## src/design/sio_pkg.sv

```systemverilog
package sio_pkg;

  // access codes
  localparam logic OP_READ     = 1'b0;
  localparam logic OP_WRITE    = 1'b1;
  localparam logic PORT_INDEX  = 1'b0;
  localparam logic PORT_DATA   = 1'b1;

  // configuration port register select (paddr bit 2)
  localparam logic CFG_IDE_CHANNEL = 1'b0;
  localparam logic CFG_STRAP_BYTE  = 1'b1;

  // configuration register indexes
  localparam logic [7:0] REG_ID       = 8'h00;
  localparam logic [7:0] REG_STRAP    = 8'h02;
  localparam logic [7:0] REG_CFG3     = 8'h03;
  localparam logic [7:0] REG_FDC      = 8'h10;
  localparam logic [7:0] REG_FDC_AUX  = 8'h11;
  localparam logic [7:0] REG_LPT      = 8'h20;
  localparam logic [7:0] REG_LPT_AUX  = 8'h21;
  localparam logic [7:0] REG_UARTA    = 8'h30;
  localparam logic [7:0] REG_UARTA_AUX = 8'h31;
  localparam logic [7:0] REG_UARTB    = 8'h40;
  localparam logic [7:0] REG_UARTB_AUX = 8'h41;
  localparam logic [7:0] REG_IDE      = 8'h50;
  localparam logic [7:0] NUM_REGS     = 8'h51;

  // constant values
  localparam logic [7:0] ID_VALUE     = 8'hA0;
  localparam logic [7:0] HIGH_READ    = 8'hFF;
  localparam logic [7:0] STRAP_RESET  = 8'h40;

  // write masks
  localparam logic [7:0] MASK_STRAP_KEEP = 8'h78;
  localparam logic [7:0] MASK_STRAP_WR   = 8'h01;
  localparam logic [7:0] MASK_CFG3       = 8'hF8;
  localparam logic [7:0] MASK_FDC        = 8'h83;
  localparam logic [7:0] MASK_FDC_AUX    = 8'h0F;
  localparam logic [7:0] MASK_LPT        = 8'hEF;
  localparam logic [7:0] MASK_LPT_AUX    = 8'h2F;
  localparam logic [7:0] MASK_UART       = 8'h9F;
  localparam logic [7:0] MASK_UART_AUX   = 8'h1F;
  localparam logic [7:0] MASK_IDE        = 8'h07;

  // interrupt lines
  localparam logic [2:0] IRQ_3 = 3'd3;
  localparam logic [2:0] IRQ_4 = 3'd4;
  localparam logic [2:0] IRQ_5 = 3'd5;
  localparam logic [2:0] IRQ_7 = 3'd7;

  // fixed bases
  localparam logic [9:0] FDC_BASE_PRI = 10'h3F0;
  localparam logic [9:0] FDC_BASE_SEC = 10'h370;
  localparam logic [9:0] IDE_BASE_PRI = 10'h1F0;
  localparam logic [9:0] IDE_BASE_SEC = 10'h170;

  // register state
  typedef struct packed {
    logic [7:0] index;
    logic [1:0] ide_channel;
    logic [7:0] strap;
    logic [7:0] reg02;
    logic [7:0] reg03;
    logic [7:0] reg10;
    logic [7:0] reg11;
    logic [7:0] reg20;
    logic [7:0] reg21;
    logic [7:0] reg30;
    logic [7:0] reg31;
    logic [7:0] reg40;
    logic [7:0] reg41;
    logic [7:0] reg50;
    logic       lpt_latch;
  } regs_t;

  localparam regs_t REGS_RESET = '{
    index:       8'h00,
    ide_channel: 2'd0,
    strap:       STRAP_RESET,
    reg02:       STRAP_RESET,
    reg03:       8'h00,
    reg10:       8'h01,
    reg11:       8'h00,
    reg20:       8'h00,
    reg21:       8'h00,
    reg30:       8'h00,
    reg31:       8'h02,
    reg40:       8'h00,
    reg41:       8'h02,
    reg50:       8'h01,
    lpt_latch:   1'b0
  };

  // decoded function settings
  typedef struct packed {
    logic [9:0] fdc_base;
    logic [9:0] lpt_base;
    logic [2:0] lpt_irq;
    logic [9:0] uart_a_base;
    logic [2:0] uart_a_irq;
    logic       uart_a_fast_clock;
    logic [9:0] uart_b_base;
    logic [2:0] uart_b_irq;
    logic       uart_b_fast_clock;
    logic [9:0] ide_base;
  } funcs_t;

  // serial port base selection
  function automatic logic [9:0] uart_base(input logic [2:0] sel);
    logic [9:0] b;
    case (sel)
      3'd0:    b = 10'h3F8;
      3'd1:    b = 10'h2F8;
      3'd2:    b = 10'h220;
      3'd3:    b = 10'h228;
      3'd4:    b = 10'h238;
      3'd5:    b = 10'h2E8;
      3'd6:    b = 10'h338;
      default: b = 10'h3E8;
    endcase
    return b;
  endfunction

  // parallel port base selection
  function automatic logic [9:0] lpt_base(input logic [1:0] sel);
    logic [9:0] b;
    case (sel)
      2'd0:    b = 10'h378;
      2'd1:    b = 10'h278;
      2'd2:    b = 10'h3BC;
      default: b = 10'h000;
    endcase
    return b;
  endfunction

endpackage

```

## src/design/sio_regs.sv

```systemverilog
module sio_regs (
  input  logic              clk_i,
  input  logic              rst_ni,
  input  logic              acc_en_i,
  input  logic              opcode_i,
  input  logic              port_select_i,
  input  logic [7:0]        write_data_i,
  input  logic              psel,
  input  logic              penable,
  input  logic              pwrite,
  input  logic [2:0]        paddr,
  input  logic [31:0]       pwdata,
  output logic [31:0]       prdata,
  output logic              pready,
  output logic [7:0]        read_data_o,
  output logic [2:0]        reset_pulses_o,
  output sio_pkg::regs_t    regs_d_o
);

  sio_pkg::regs_t regs_q;
  sio_pkg::regs_t regs_d;
  logic           cfg_wr;
  logic [7:0]     reg_rd;
  logic [7:0]     wd;
  logic           rise2;

  assign pready = 1'b1;
  assign cfg_wr = psel & penable & pwrite;
  assign wd     = write_data_i;

  // configuration port read
  always_comb begin
    if (paddr[2] == sio_pkg::CFG_IDE_CHANNEL) begin
      prdata = {30'd0, regs_q.ide_channel};
    end else begin
      prdata = {24'd0, regs_q.strap};
    end
  end

  // indexed register read
  always_comb begin
    unique case (regs_q.index)
      sio_pkg::REG_ID:        reg_rd = sio_pkg::ID_VALUE;
      sio_pkg::REG_STRAP:     reg_rd = regs_q.reg02;
      sio_pkg::REG_CFG3:      reg_rd = regs_q.reg03;
      sio_pkg::REG_FDC:       reg_rd = regs_q.reg10;
      sio_pkg::REG_FDC_AUX:   reg_rd = regs_q.reg11;
      sio_pkg::REG_LPT:       reg_rd = regs_q.reg20;
      sio_pkg::REG_LPT_AUX:   reg_rd = regs_q.reg21;
      sio_pkg::REG_UARTA:     reg_rd = regs_q.reg30;
      sio_pkg::REG_UARTA_AUX: reg_rd = regs_q.reg31;
      sio_pkg::REG_UARTB:     reg_rd = regs_q.reg40;
      sio_pkg::REG_UARTB_AUX: reg_rd = regs_q.reg41;
      sio_pkg::REG_IDE:       reg_rd = regs_q.reg50;
      default: begin
        reg_rd = (regs_q.index < sio_pkg::NUM_REGS) ? 8'h00 : sio_pkg::HIGH_READ;
      end
    endcase
  end

  // read data of the access, zero on writes
  always_comb begin
    if (opcode_i == sio_pkg::OP_WRITE) begin
      read_data_o = 8'h00;
    end else if (port_select_i == sio_pkg::PORT_INDEX) begin
      read_data_o = regs_q.index;
    end else begin
      read_data_o = reg_rd;
    end
  end

  // next register state and reset pulses
  always_comb begin
    regs_d         = regs_q;
    reset_pulses_o = 3'd0;
    rise2          = 1'b0;
    if (cfg_wr) begin
      if (paddr[2] == sio_pkg::CFG_IDE_CHANNEL) begin
        regs_d.ide_channel = pwdata[1:0];
      end else begin
        regs_d.strap = pwdata[7:0];
        regs_d.reg02 = pwdata[7:0];
      end
    end else if (acc_en_i && opcode_i == sio_pkg::OP_WRITE) begin
      if (port_select_i == sio_pkg::PORT_INDEX) begin
        regs_d.index = wd;
      end else begin
        unique case (regs_q.index)
          sio_pkg::REG_STRAP: begin
            regs_d.reg02 = (regs_q.reg02 & sio_pkg::MASK_STRAP_KEEP) |
                           (wd & sio_pkg::MASK_STRAP_WR);
          end
          sio_pkg::REG_CFG3: regs_d.reg03 = wd & sio_pkg::MASK_CFG3;
          sio_pkg::REG_FDC:  regs_d.reg10 = wd & sio_pkg::MASK_FDC;
          sio_pkg::REG_FDC_AUX: begin
            regs_d.reg11 = wd & sio_pkg::MASK_FDC_AUX;
            rise2 = ~regs_q.reg11[2] & wd[2];
            reset_pulses_o = {2'b00, rise2};
          end
          sio_pkg::REG_LPT: begin
            regs_d.reg20 = wd & sio_pkg::MASK_LPT;
            // latch follows bit 3 only when bits 2:0 (enable and base select) change
            if ((regs_q.reg20[2:0] ^ wd[2:0]) != 3'd0) begin
              regs_d.lpt_latch = wd[3];
            end
          end
          sio_pkg::REG_LPT_AUX: regs_d.reg21 = wd & sio_pkg::MASK_LPT_AUX;
          sio_pkg::REG_UARTA:   regs_d.reg30 = wd & sio_pkg::MASK_UART;
          sio_pkg::REG_UARTA_AUX: begin
            regs_d.reg31 = wd & sio_pkg::MASK_UART_AUX;
            rise2 = ~regs_q.reg31[2] & wd[2];
            reset_pulses_o = {1'b0, rise2, 1'b0};
          end
          sio_pkg::REG_UARTB: regs_d.reg40 = wd & sio_pkg::MASK_UART;
          sio_pkg::REG_UARTB_AUX: begin
            regs_d.reg41 = wd & sio_pkg::MASK_UART_AUX;
            rise2 = ~regs_q.reg41[2] & wd[2];
            reset_pulses_o = {rise2, 2'b00};
          end
          sio_pkg::REG_IDE: regs_d.reg50 = wd & sio_pkg::MASK_IDE;
          default: ;
        endcase
      end
    end
  end

  assign regs_d_o = regs_d;

  // register state
  always_ff @(posedge clk_i or negedge rst_ni) begin
    if (!rst_ni) begin
      regs_q <= sio_pkg::REGS_RESET;
    end else begin
      regs_q <= regs_d;
    end
  end

endmodule

```

## src/design/sio_decode.sv

```systemverilog
module sio_decode (
  input  sio_pkg::regs_t  regs_i,
  output sio_pkg::funcs_t funcs_o
);

  // floppy, parallel, serial and ide decode
  always_comb begin
    funcs_o.fdc_base = regs_i.reg10[0] ?
      (regs_i.reg10[1] ? sio_pkg::FDC_BASE_SEC : sio_pkg::FDC_BASE_PRI) : 10'd0;

    funcs_o.lpt_base = regs_i.reg20[0] ? sio_pkg::lpt_base(regs_i.reg20[2:1]) : 10'd0;
    funcs_o.lpt_irq  = regs_i.lpt_latch ? sio_pkg::IRQ_7 : sio_pkg::IRQ_5;

    funcs_o.uart_a_base = regs_i.reg30[0] ? sio_pkg::uart_base(regs_i.reg30[3:1]) : 10'd0;
    funcs_o.uart_a_irq  = regs_i.reg30[4] ? sio_pkg::IRQ_4 : sio_pkg::IRQ_3;
    funcs_o.uart_a_fast_clock = regs_i.reg30[7];

    funcs_o.uart_b_base = regs_i.reg40[0] ? sio_pkg::uart_base(regs_i.reg40[3:1]) : 10'd0;
    funcs_o.uart_b_irq  = regs_i.reg40[4] ? sio_pkg::IRQ_4 : sio_pkg::IRQ_3;
    funcs_o.uart_b_fast_clock = regs_i.reg40[7];

    funcs_o.ide_base = ((regs_i.ide_channel != 2'd0) && regs_i.reg50[0]) ?
      (regs_i.reg50[1] ? sio_pkg::IDE_BASE_SEC : sio_pkg::IDE_BASE_PRI) : 10'd0;
  end

endmodule

```

## src/design/super_io_config_register_file_top.sv

```systemverilog
// Flow: an accepted item is held in the input register; the indexed registers
// and the result register take its access once the output can advance.
// Throughput: one item per cycle if not stalled; the input register, register
// update and result register form a two-stage pipeline (single access path).
// Reset: asynchronous, active low; pipeline empties, configuration registers
// and indexed registers return to their default values at once.
module super_io_config_register_file_top (
  input  logic        clk_i,
  input  logic        rst_ni,
  input  logic        in_valid_i,
  output logic        in_stall_o,
  input  logic        opcode_i,
  input  logic        port_select_i,
  input  logic [7:0]  write_data_i,
  output logic        out_valid_o,
  input  logic        out_stall_i,
  output logic [7:0]  read_data_o,
  output logic [9:0]  fdc_base_o,
  output logic [9:0]  lpt_base_o,
  output logic [2:0]  lpt_irq_o,
  output logic [9:0]  uart_a_base_o,
  output logic [2:0]  uart_a_irq_o,
  output logic        uart_a_fast_clock_o,
  output logic [9:0]  uart_b_base_o,
  output logic [2:0]  uart_b_irq_o,
  output logic        uart_b_fast_clock_o,
  output logic [9:0]  ide_base_o,
  output logic [2:0]  reset_pulses_o,
  input  logic        psel,
  input  logic        penable,
  input  logic        pwrite,
  input  logic [2:0]  paddr,
  input  logic [31:0] pwdata,
  output logic [31:0] prdata,
  output logic        pready
);

  logic            s1_valid_q;
  logic            s1_opcode_q;
  logic            s1_port_q;
  logic [7:0]      s1_wdata_q;
  logic            out_valid_q;
  logic [7:0]      rd_data_q;
  logic [2:0]      pulses_q;
  sio_pkg::funcs_t funcs_q;
  logic            out_adv;
  logic            acc_en;
  logic            in_acc;
  logic [7:0]      rd_data;
  logic [2:0]      pulses;
  sio_pkg::regs_t  regs_d;
  sio_pkg::funcs_t funcs;

  // handshake
  assign out_adv    = ~out_valid_q | ~out_stall_i;
  assign acc_en     = s1_valid_q & out_adv;
  assign in_stall_o = s1_valid_q & ~out_adv;
  assign in_acc     = in_valid_i & ~in_stall_o;

  // input register
  always_ff @(posedge clk_i or negedge rst_ni) begin
    if (!rst_ni) begin
      s1_valid_q <= 1'b0;
    end else if (in_acc) begin
      s1_valid_q <= 1'b1;
    end else if (acc_en) begin
      s1_valid_q <= 1'b0;
    end
  end

  always_ff @(posedge clk_i) begin
    if (in_acc) begin
      s1_opcode_q <= opcode_i;
      s1_port_q   <= port_select_i;
      s1_wdata_q  <= write_data_i;
    end
  end

  sio_regs u_regs (
    .clk_i          (clk_i),
    .rst_ni         (rst_ni),
    .acc_en_i       (acc_en),
    .opcode_i       (s1_opcode_q),
    .port_select_i  (s1_port_q),
    .write_data_i   (s1_wdata_q),
    .psel           (psel),
    .penable        (penable),
    .pwrite         (pwrite),
    .paddr          (paddr),
    .pwdata         (pwdata),
    .prdata         (prdata),
    .pready         (pready),
    .read_data_o    (rd_data),
    .reset_pulses_o (pulses),
    .regs_d_o       (regs_d)
  );

  // decode from the state after the access
  sio_decode u_decode (
    .regs_i  (regs_d),
    .funcs_o (funcs)
  );

  // result register
  always_ff @(posedge clk_i or negedge rst_ni) begin
    if (!rst_ni) begin
      out_valid_q <= 1'b0;
    end else if (out_adv) begin
      out_valid_q <= s1_valid_q;
    end
  end

  always_ff @(posedge clk_i) begin
    if (acc_en) begin
      rd_data_q <= rd_data;
      pulses_q  <= pulses;
      funcs_q   <= funcs;
    end
  end

  assign out_valid_o         = out_valid_q;
  assign read_data_o         = rd_data_q;
  assign reset_pulses_o      = pulses_q;
  assign fdc_base_o          = funcs_q.fdc_base;
  assign lpt_base_o          = funcs_q.lpt_base;
  assign lpt_irq_o           = funcs_q.lpt_irq;
  assign uart_a_base_o       = funcs_q.uart_a_base;
  assign uart_a_irq_o        = funcs_q.uart_a_irq;
  assign uart_a_fast_clock_o = funcs_q.uart_a_fast_clock;
  assign uart_b_base_o       = funcs_q.uart_b_base;
  assign uart_b_irq_o        = funcs_q.uart_b_irq;
  assign uart_b_fast_clock_o = funcs_q.uart_b_fast_clock;
  assign ide_base_o          = funcs_q.ide_base;

endmodule
```

## config.mk

```make
export PLATFORM = sky130hd
export DESIGN_NAME = super_io_config_register_file_top
export DESIGN_NICKNAME = d
export VERILOG_FILES = /design/src/design/sio_pkg.sv /design/src/design/sio_regs.sv /design/src/design/sio_decode.sv /design/src/design/super_io_config_register_file_top.sv
export SDC_FILE = /design/constraint.sdc
export NUM_CORES = 1
export LEC_CHECK = 0
export ABC_CLOCK_PERIOD_IN_PS = 11350
export BUFFER_PORTS_ARGS = -buffer_cell sky130_fd_sc_hd__buf_2
export CORE_MARGIN = 3
export CORE_UTILIZATION = 50
export CTS_BUF_LIST = sky130_fd_sc_hd__clkbuf_2
export DETAILED_ROUTE_END_ITERATION = 10
export PLACE_DENSITY = 0.7
export SLEW_MARGIN = 30
export SYNTH_ARGS = -nofsm -noshare
export SYNTH_HDL_FRONTEND = slang
export SYNTH_HIERARCHICAL = 1
export SYNTH_SLANG_ARGS = --single-unit
```

## constraint.sdc

```tcl
create_clock -name clk_i -period 11.35 [get_ports clk_i]
set_input_delay 0 -clock clk_i [delete_from_list [all_inputs] [get_ports clk_i]]
set_output_delay 0 -clock clk_i [all_outputs]
set_load 0.02 [all_outputs]
```

== Yosys cells after proc, flatten, opt, wreduce, memory -nomap -nowiden ==
Cells that the tools add are included.

* Equal/unequal tests: 26
* Reduce and logical (&&, ||, !) cells: 24
* Bitwise logic cells: 21
* Magnitude comparators: 1
* Multiplexer cells: 35

{| class="wikitable"
|+ Operators with widths
! operator !! count
|-
| 89-bit 2-to-1 mux || 2
|-
| 9-bit case mux with 7 select lines || 2
|-
| 8-bit 2-to-1 mux || 12
|-
| 8-bit case mux with 12 select lines || 1
|-
| 67-bit 2-to-1 mux || 1
|-
| 4-bit AND reduction || 9
|-
| 8-bit by 6-bit == test with 1-bit output (second input constant) || 4
|-
| 10-bit case mux with 3 select lines || 1
|-
| 8-bit by 7-bit == test with 1-bit output (second input constant) || 3
|-
| 3-bit == test (second input constant) || 6
|-
| 8-bit by 2-bit == test with 1-bit output (second input constant) || 2
|-
| 8-bit by 5-bit == test with 1-bit output (second input constant) || 2
|-
| 16-bit 2-to-1 mux || 1
|-
| 3-bit by 2-bit == test with 1-bit output (second input constant) || 4
|-
| 10-bit 2-to-1 mux || 1
|-
| 5-bit 2-to-1 mux || 2
|-
| 1-bit NOT || 10
|-
| 2-bit nonzero test || 5
|-
| 3-bit 2-to-1 mux || 3
|-
| 3-bit case mux with 3 select lines || 1
|-
| 1-bit bitwise AND || 8
|-
| 8-bit logical NOT || 1
|-
| 8-bit by 7-bit < comparator with 1-bit output (second input constant) || 1
|-
| 7-bit by 1-bit bitwise OR with 7-bit output || 1
|-
| 17 further kinds || 24
|}

* Output and inout port bits: 107
* Word-level logic and storage cells: 142
* Flip-flop bits (word level): 160

== Logic depth before layout (Yosys ltp) ==
* Depth in word-level cells: 9
* Depth in mapped cells: 9
* Gate-level depth less buffers: 7

== By module ==
Netlist, hierarchy kept.

{| class="wikitable"
|+ By module, submodules not included
! module !! instances !! area each (µm²) !! seq. area each (µm²) !! cells each
|-
| sio_regs || 1 || 5405.2 || 2685.1 || 480
|-
| super_io_config_register_file_top || 1 || 2555.0 || 2512.4 || 90
|-
| sio_decode || 1 || 500.5 || 0.0 || 74
|}

== Least setup slack after synthesis ==
No wires, ideal clock.

* Path type: flip-flop to flip-flop
* From: register out_valid_q, in the netlist out_valid_o
* To: register funcs_q (netlist bit uart_b_base_o[7]) (data pin)
* Slack: 2.383 ns
* Library setup time: 0.126 ns
* Arrival time: 8.841 ns
* Buffers on the path: 1
* Cell stages (with the launch flop): 9
* Cells stage by stage: dfrtp_1 a21boi_0 nand4_1 nand2b_1 nor2_2 mux2_2 or2_2 a21boi_0 buf_4

{| class="wikitable"
|+ RTL lines
! element !! RTL line !! text
|-
| from (decl) || super_io_config_register_file_top.sv:42 || <nowiki>logic out_valid_q;</nowiki>
|-
| from (signal assigned) || super_io_config_register_file_top.sv:109 || <nowiki>out_valid_q <= s1_valid_q;</nowiki>
|-
| to (signal assigned) || super_io_config_register_file_top.sv:117 || <nowiki>funcs_q <= funcs;</nowiki>
|-
| to (decl) || super_io_config_register_file_top.sv:45 || <nowiki>sio_pkg::funcs_t funcs_q;</nowiki>
|}

==> results.md <==
* Final WL at 18,500 µm
* Global router's overall resource usage at 20.8%
* Cells after DPL at 917
* Mapped Area at 8460 µm²
* Drt drc at 0
* Die area at 18,500 µm²
* Die X-Extent at 136 µm
* Ys async rst share at 57.1%
* Hold Fails Final Rpt at 0
* Final period util at 27.0%
* Initial Util at 52.1%
* CTS tree: yes
* Min-Delay Path Class: primary input to flop
* Clk_lat worst skew at 0.75 ns
* RSZ-0062 raised after global routing: false
* Gr ovfl total at 0
* CP max FO at 26
* Pwr Density at 152 nW/µm²
* CTS Buffer Depth at 2
* M3 GR Usage at 4.44%
* Post-synthesis cell type count at 67
* CTS sink cnt at 191
* Ratio of cells with drive above 1 in the final layout at 31.1%
* Crit path DAT at 3.64 ns
* Post-DP HPWL at 12,200 µm
* Busiest grt layer: met2
* GR met1 Demand/Resource at 29.0%
* Startpoint types: flop
* Port Buffers at 107
* Register bit count reported by yosys at 191
* Drt via density at 5.29
* Clock transition at path regs at 0.25 ns
* CORE AREA at 16,200 µm²
* Most frequent cell after synthesis: dfrtp_1
* Num CTS Buffers at 17
* TritonRoute pass-1 iters at 8
* Ys flop type: dfrtp_1
* Setup TNS at 0 ns
* CP endpoint kind: flop
* Layout Skew at 0.0313 ns
* WL per Instance at 18.4 µm
* Nets at 829
* Worst slew pin tran at 1.06 ns
* Placer Congestion at 0.878
* Vias in the first global route at 5,361
* Post-route minimum period at 3.07 ns
* Number of synthesized flops with an enable pin at 82
* Final setup vio count at 0
* Largest cells by area after synthesis: dfrtp_1 (30%), edfxtp_1 (29%), mux2_2 (9.2%)
* Status: finished clean
* WP data required at 11.92 ns
* Max frequency at 326 MHz
* Largest net degree at the start of global routing at 74
* Peak VDD IR at 112 µV
* Iteration-0 DRC Markers at 400
* Top post-synthesis cells by count: dfrtp_1 (103), edfxtp_1 (82), buf_4 (71)
* Post-synthesis cell type with the largest combined area: dfrtp_1
* Maximum capacitance violations at 0
* Via Count at 5,327
* Top cell type's share of synthesized area at 30.5%
* Max_slew headroom at 29.4%
* Initial antenna violation count at 1
* # rows at 46
* Part of the Yosys area used for sequential elements at 61.4%
* Leakage at 4.28 nW
* Setup CP Type: flop to flop
* Syn_area_per_cell at 13.1 µm²
* Root Buffer: clkbuf_2
* H-tree depth at 4
* First-pass GRT wire length at 29,100 µm
* Met2 usage at 32.1%
* Final std cells w/o fill at 1,007
* PostCTS Resize Cnt at 0
* Antenna-violating nets left at 0
* # IOs at 159
* Cells after Synth at 644
* Fin util at 59.6%
* Warnings from Yosys at 6
* Die extent in y at 136 µm
* Area Overhead vs Synth at 14.3%
* Fin. max-slew vios at 0
==> power by group <==
part	switching, W	leakage, nW	internal [W]
combinational	0.000182	1.89	0.000115
clock	0.000225	0.151	0.000103
sequential	0.0000501	2.25	0.000792
total	0.000458	4.28	0.00101
==> layout make-up <==
class / count / area [µm²]
fill: 1341 / 6560
sequential: 191 / 5200
multi-input combinational: 390 / 2760
timing repair buffer: 169 / 1180
tap: 216 / 270
clock inverter: 14 / 141
clock buffer: 18 / 90.1
inverter: 8 / 30.0
antenna: 1 / 2.50
==> worst paths after layout <==
| kind | startpoint | to | slack [ns] | cells after the start |
|---|---|---|---|---|
| setup / recovery | u_regs/regs_q[105] | uart_b_base_o[7] | 8.28 | 7 |
| hold / removal | pwdata[0] | u_regs/regs_q[97] | 0.11 | 3 |
| setup reg to reg | u_regs/regs_q[105] | uart_b_base_o[7] | 8.28 | 7 |
| hold reg to reg | u_regs/regs_q[94] | u_regs/regs_q[94] | 0.50 | 2 |
| max in group asynchronous | rst_ni | u_regs/regs_q[55] | 10.38 | 4 |
| min in group asynchronous | rst_ni | u_regs/regs_q[65] | 0.34 | 3 |
==> metrics by stage <==
stage               setup slack [ns]  hold WS (ns)  cell area (µm²)  power [W]
finish                          8.28         0.114             9670    0.00147
global route                    8.09        0.0235             9670    0.00154
CTS                             8.06        0.0106             9630    0.00148
detailed placement              8.12         0.122             8820    0.00113
global placement                8.07         0.120             8820    0.00112
floorplan                       2.38        -0.296             8610    0.00107
==> registers in the layout, indices dropped and copies added, names as in the netlist, 3 cells and up <==
signal / cells
uart_b_irq_o: 3
ide_base_o: 10
uart_b_base_o: 10
lpt_irq_o: 3
reset_pulses_o: 3
lpt_base_o: 10
uart_a_irq_o: 3
s1_wdata_q: 8
read_data_o: 8
u_regs/regs_q: 107
fdc_base_o: 10
uart_a_base_o: 10
==> logic make-up after synthesis <==
group | after synthesis | synth area share [%]
XOR/XNOR | 5 | 0.518
flip-flops | 191 | 61.4
AND/OR/NAND/NOR | 180 | 12.2
buffers and inverters | 103 | 7.99
AO/OA/AOI/OAI | 77 | 6.73
multiplexers | 84 | 11.0
other | 4 | 0.177
==> worst max-delay path, stage by stage, from the launching register on <==
cell and delay [ns]:
dfrtp_1 0.37, buf_4 0.29, nor2b_1 0.53, nand2_1 0.26
nor2_2 0.43, mux2_2 0.43, or2_2 0.31, a21boi_0 0.28
==> cell usage in the layout, fill, tap and decap left out, types with 8 or more instances in the layout <==
cell type	Yosys	layout
mux2i_1	15	15
a21oi_1	18	18
buf_2	6	106
conb_1	4	44
dfrtp_1	103	103
o21ai_0	8	8
inv_1	8	8
and2_1	16	16
dlygate4sd3_1	0	55
nor2_1	18	18
clkbuf_2	0	18
edfxtp_1	82	82
mux2_2	69	69
nor2b_1	33	33
nand2_1	53	53
==> per-layer routing <==
metal	up-vias	part of all wire, %
li1	2456	-
met1	2633	43
met2	201	48
met3	37	6.5
met4	0	2.8
met5	-	0
==> what timing repair did <==
item | in CTS | in global routing
hold endpoints to repair | 160 | 0
setup endpoints to repair | 0 | 0
hold buffers | 56 | 0
buffers inserted | 0 | 0
Power figures use the tool's default switching activity.
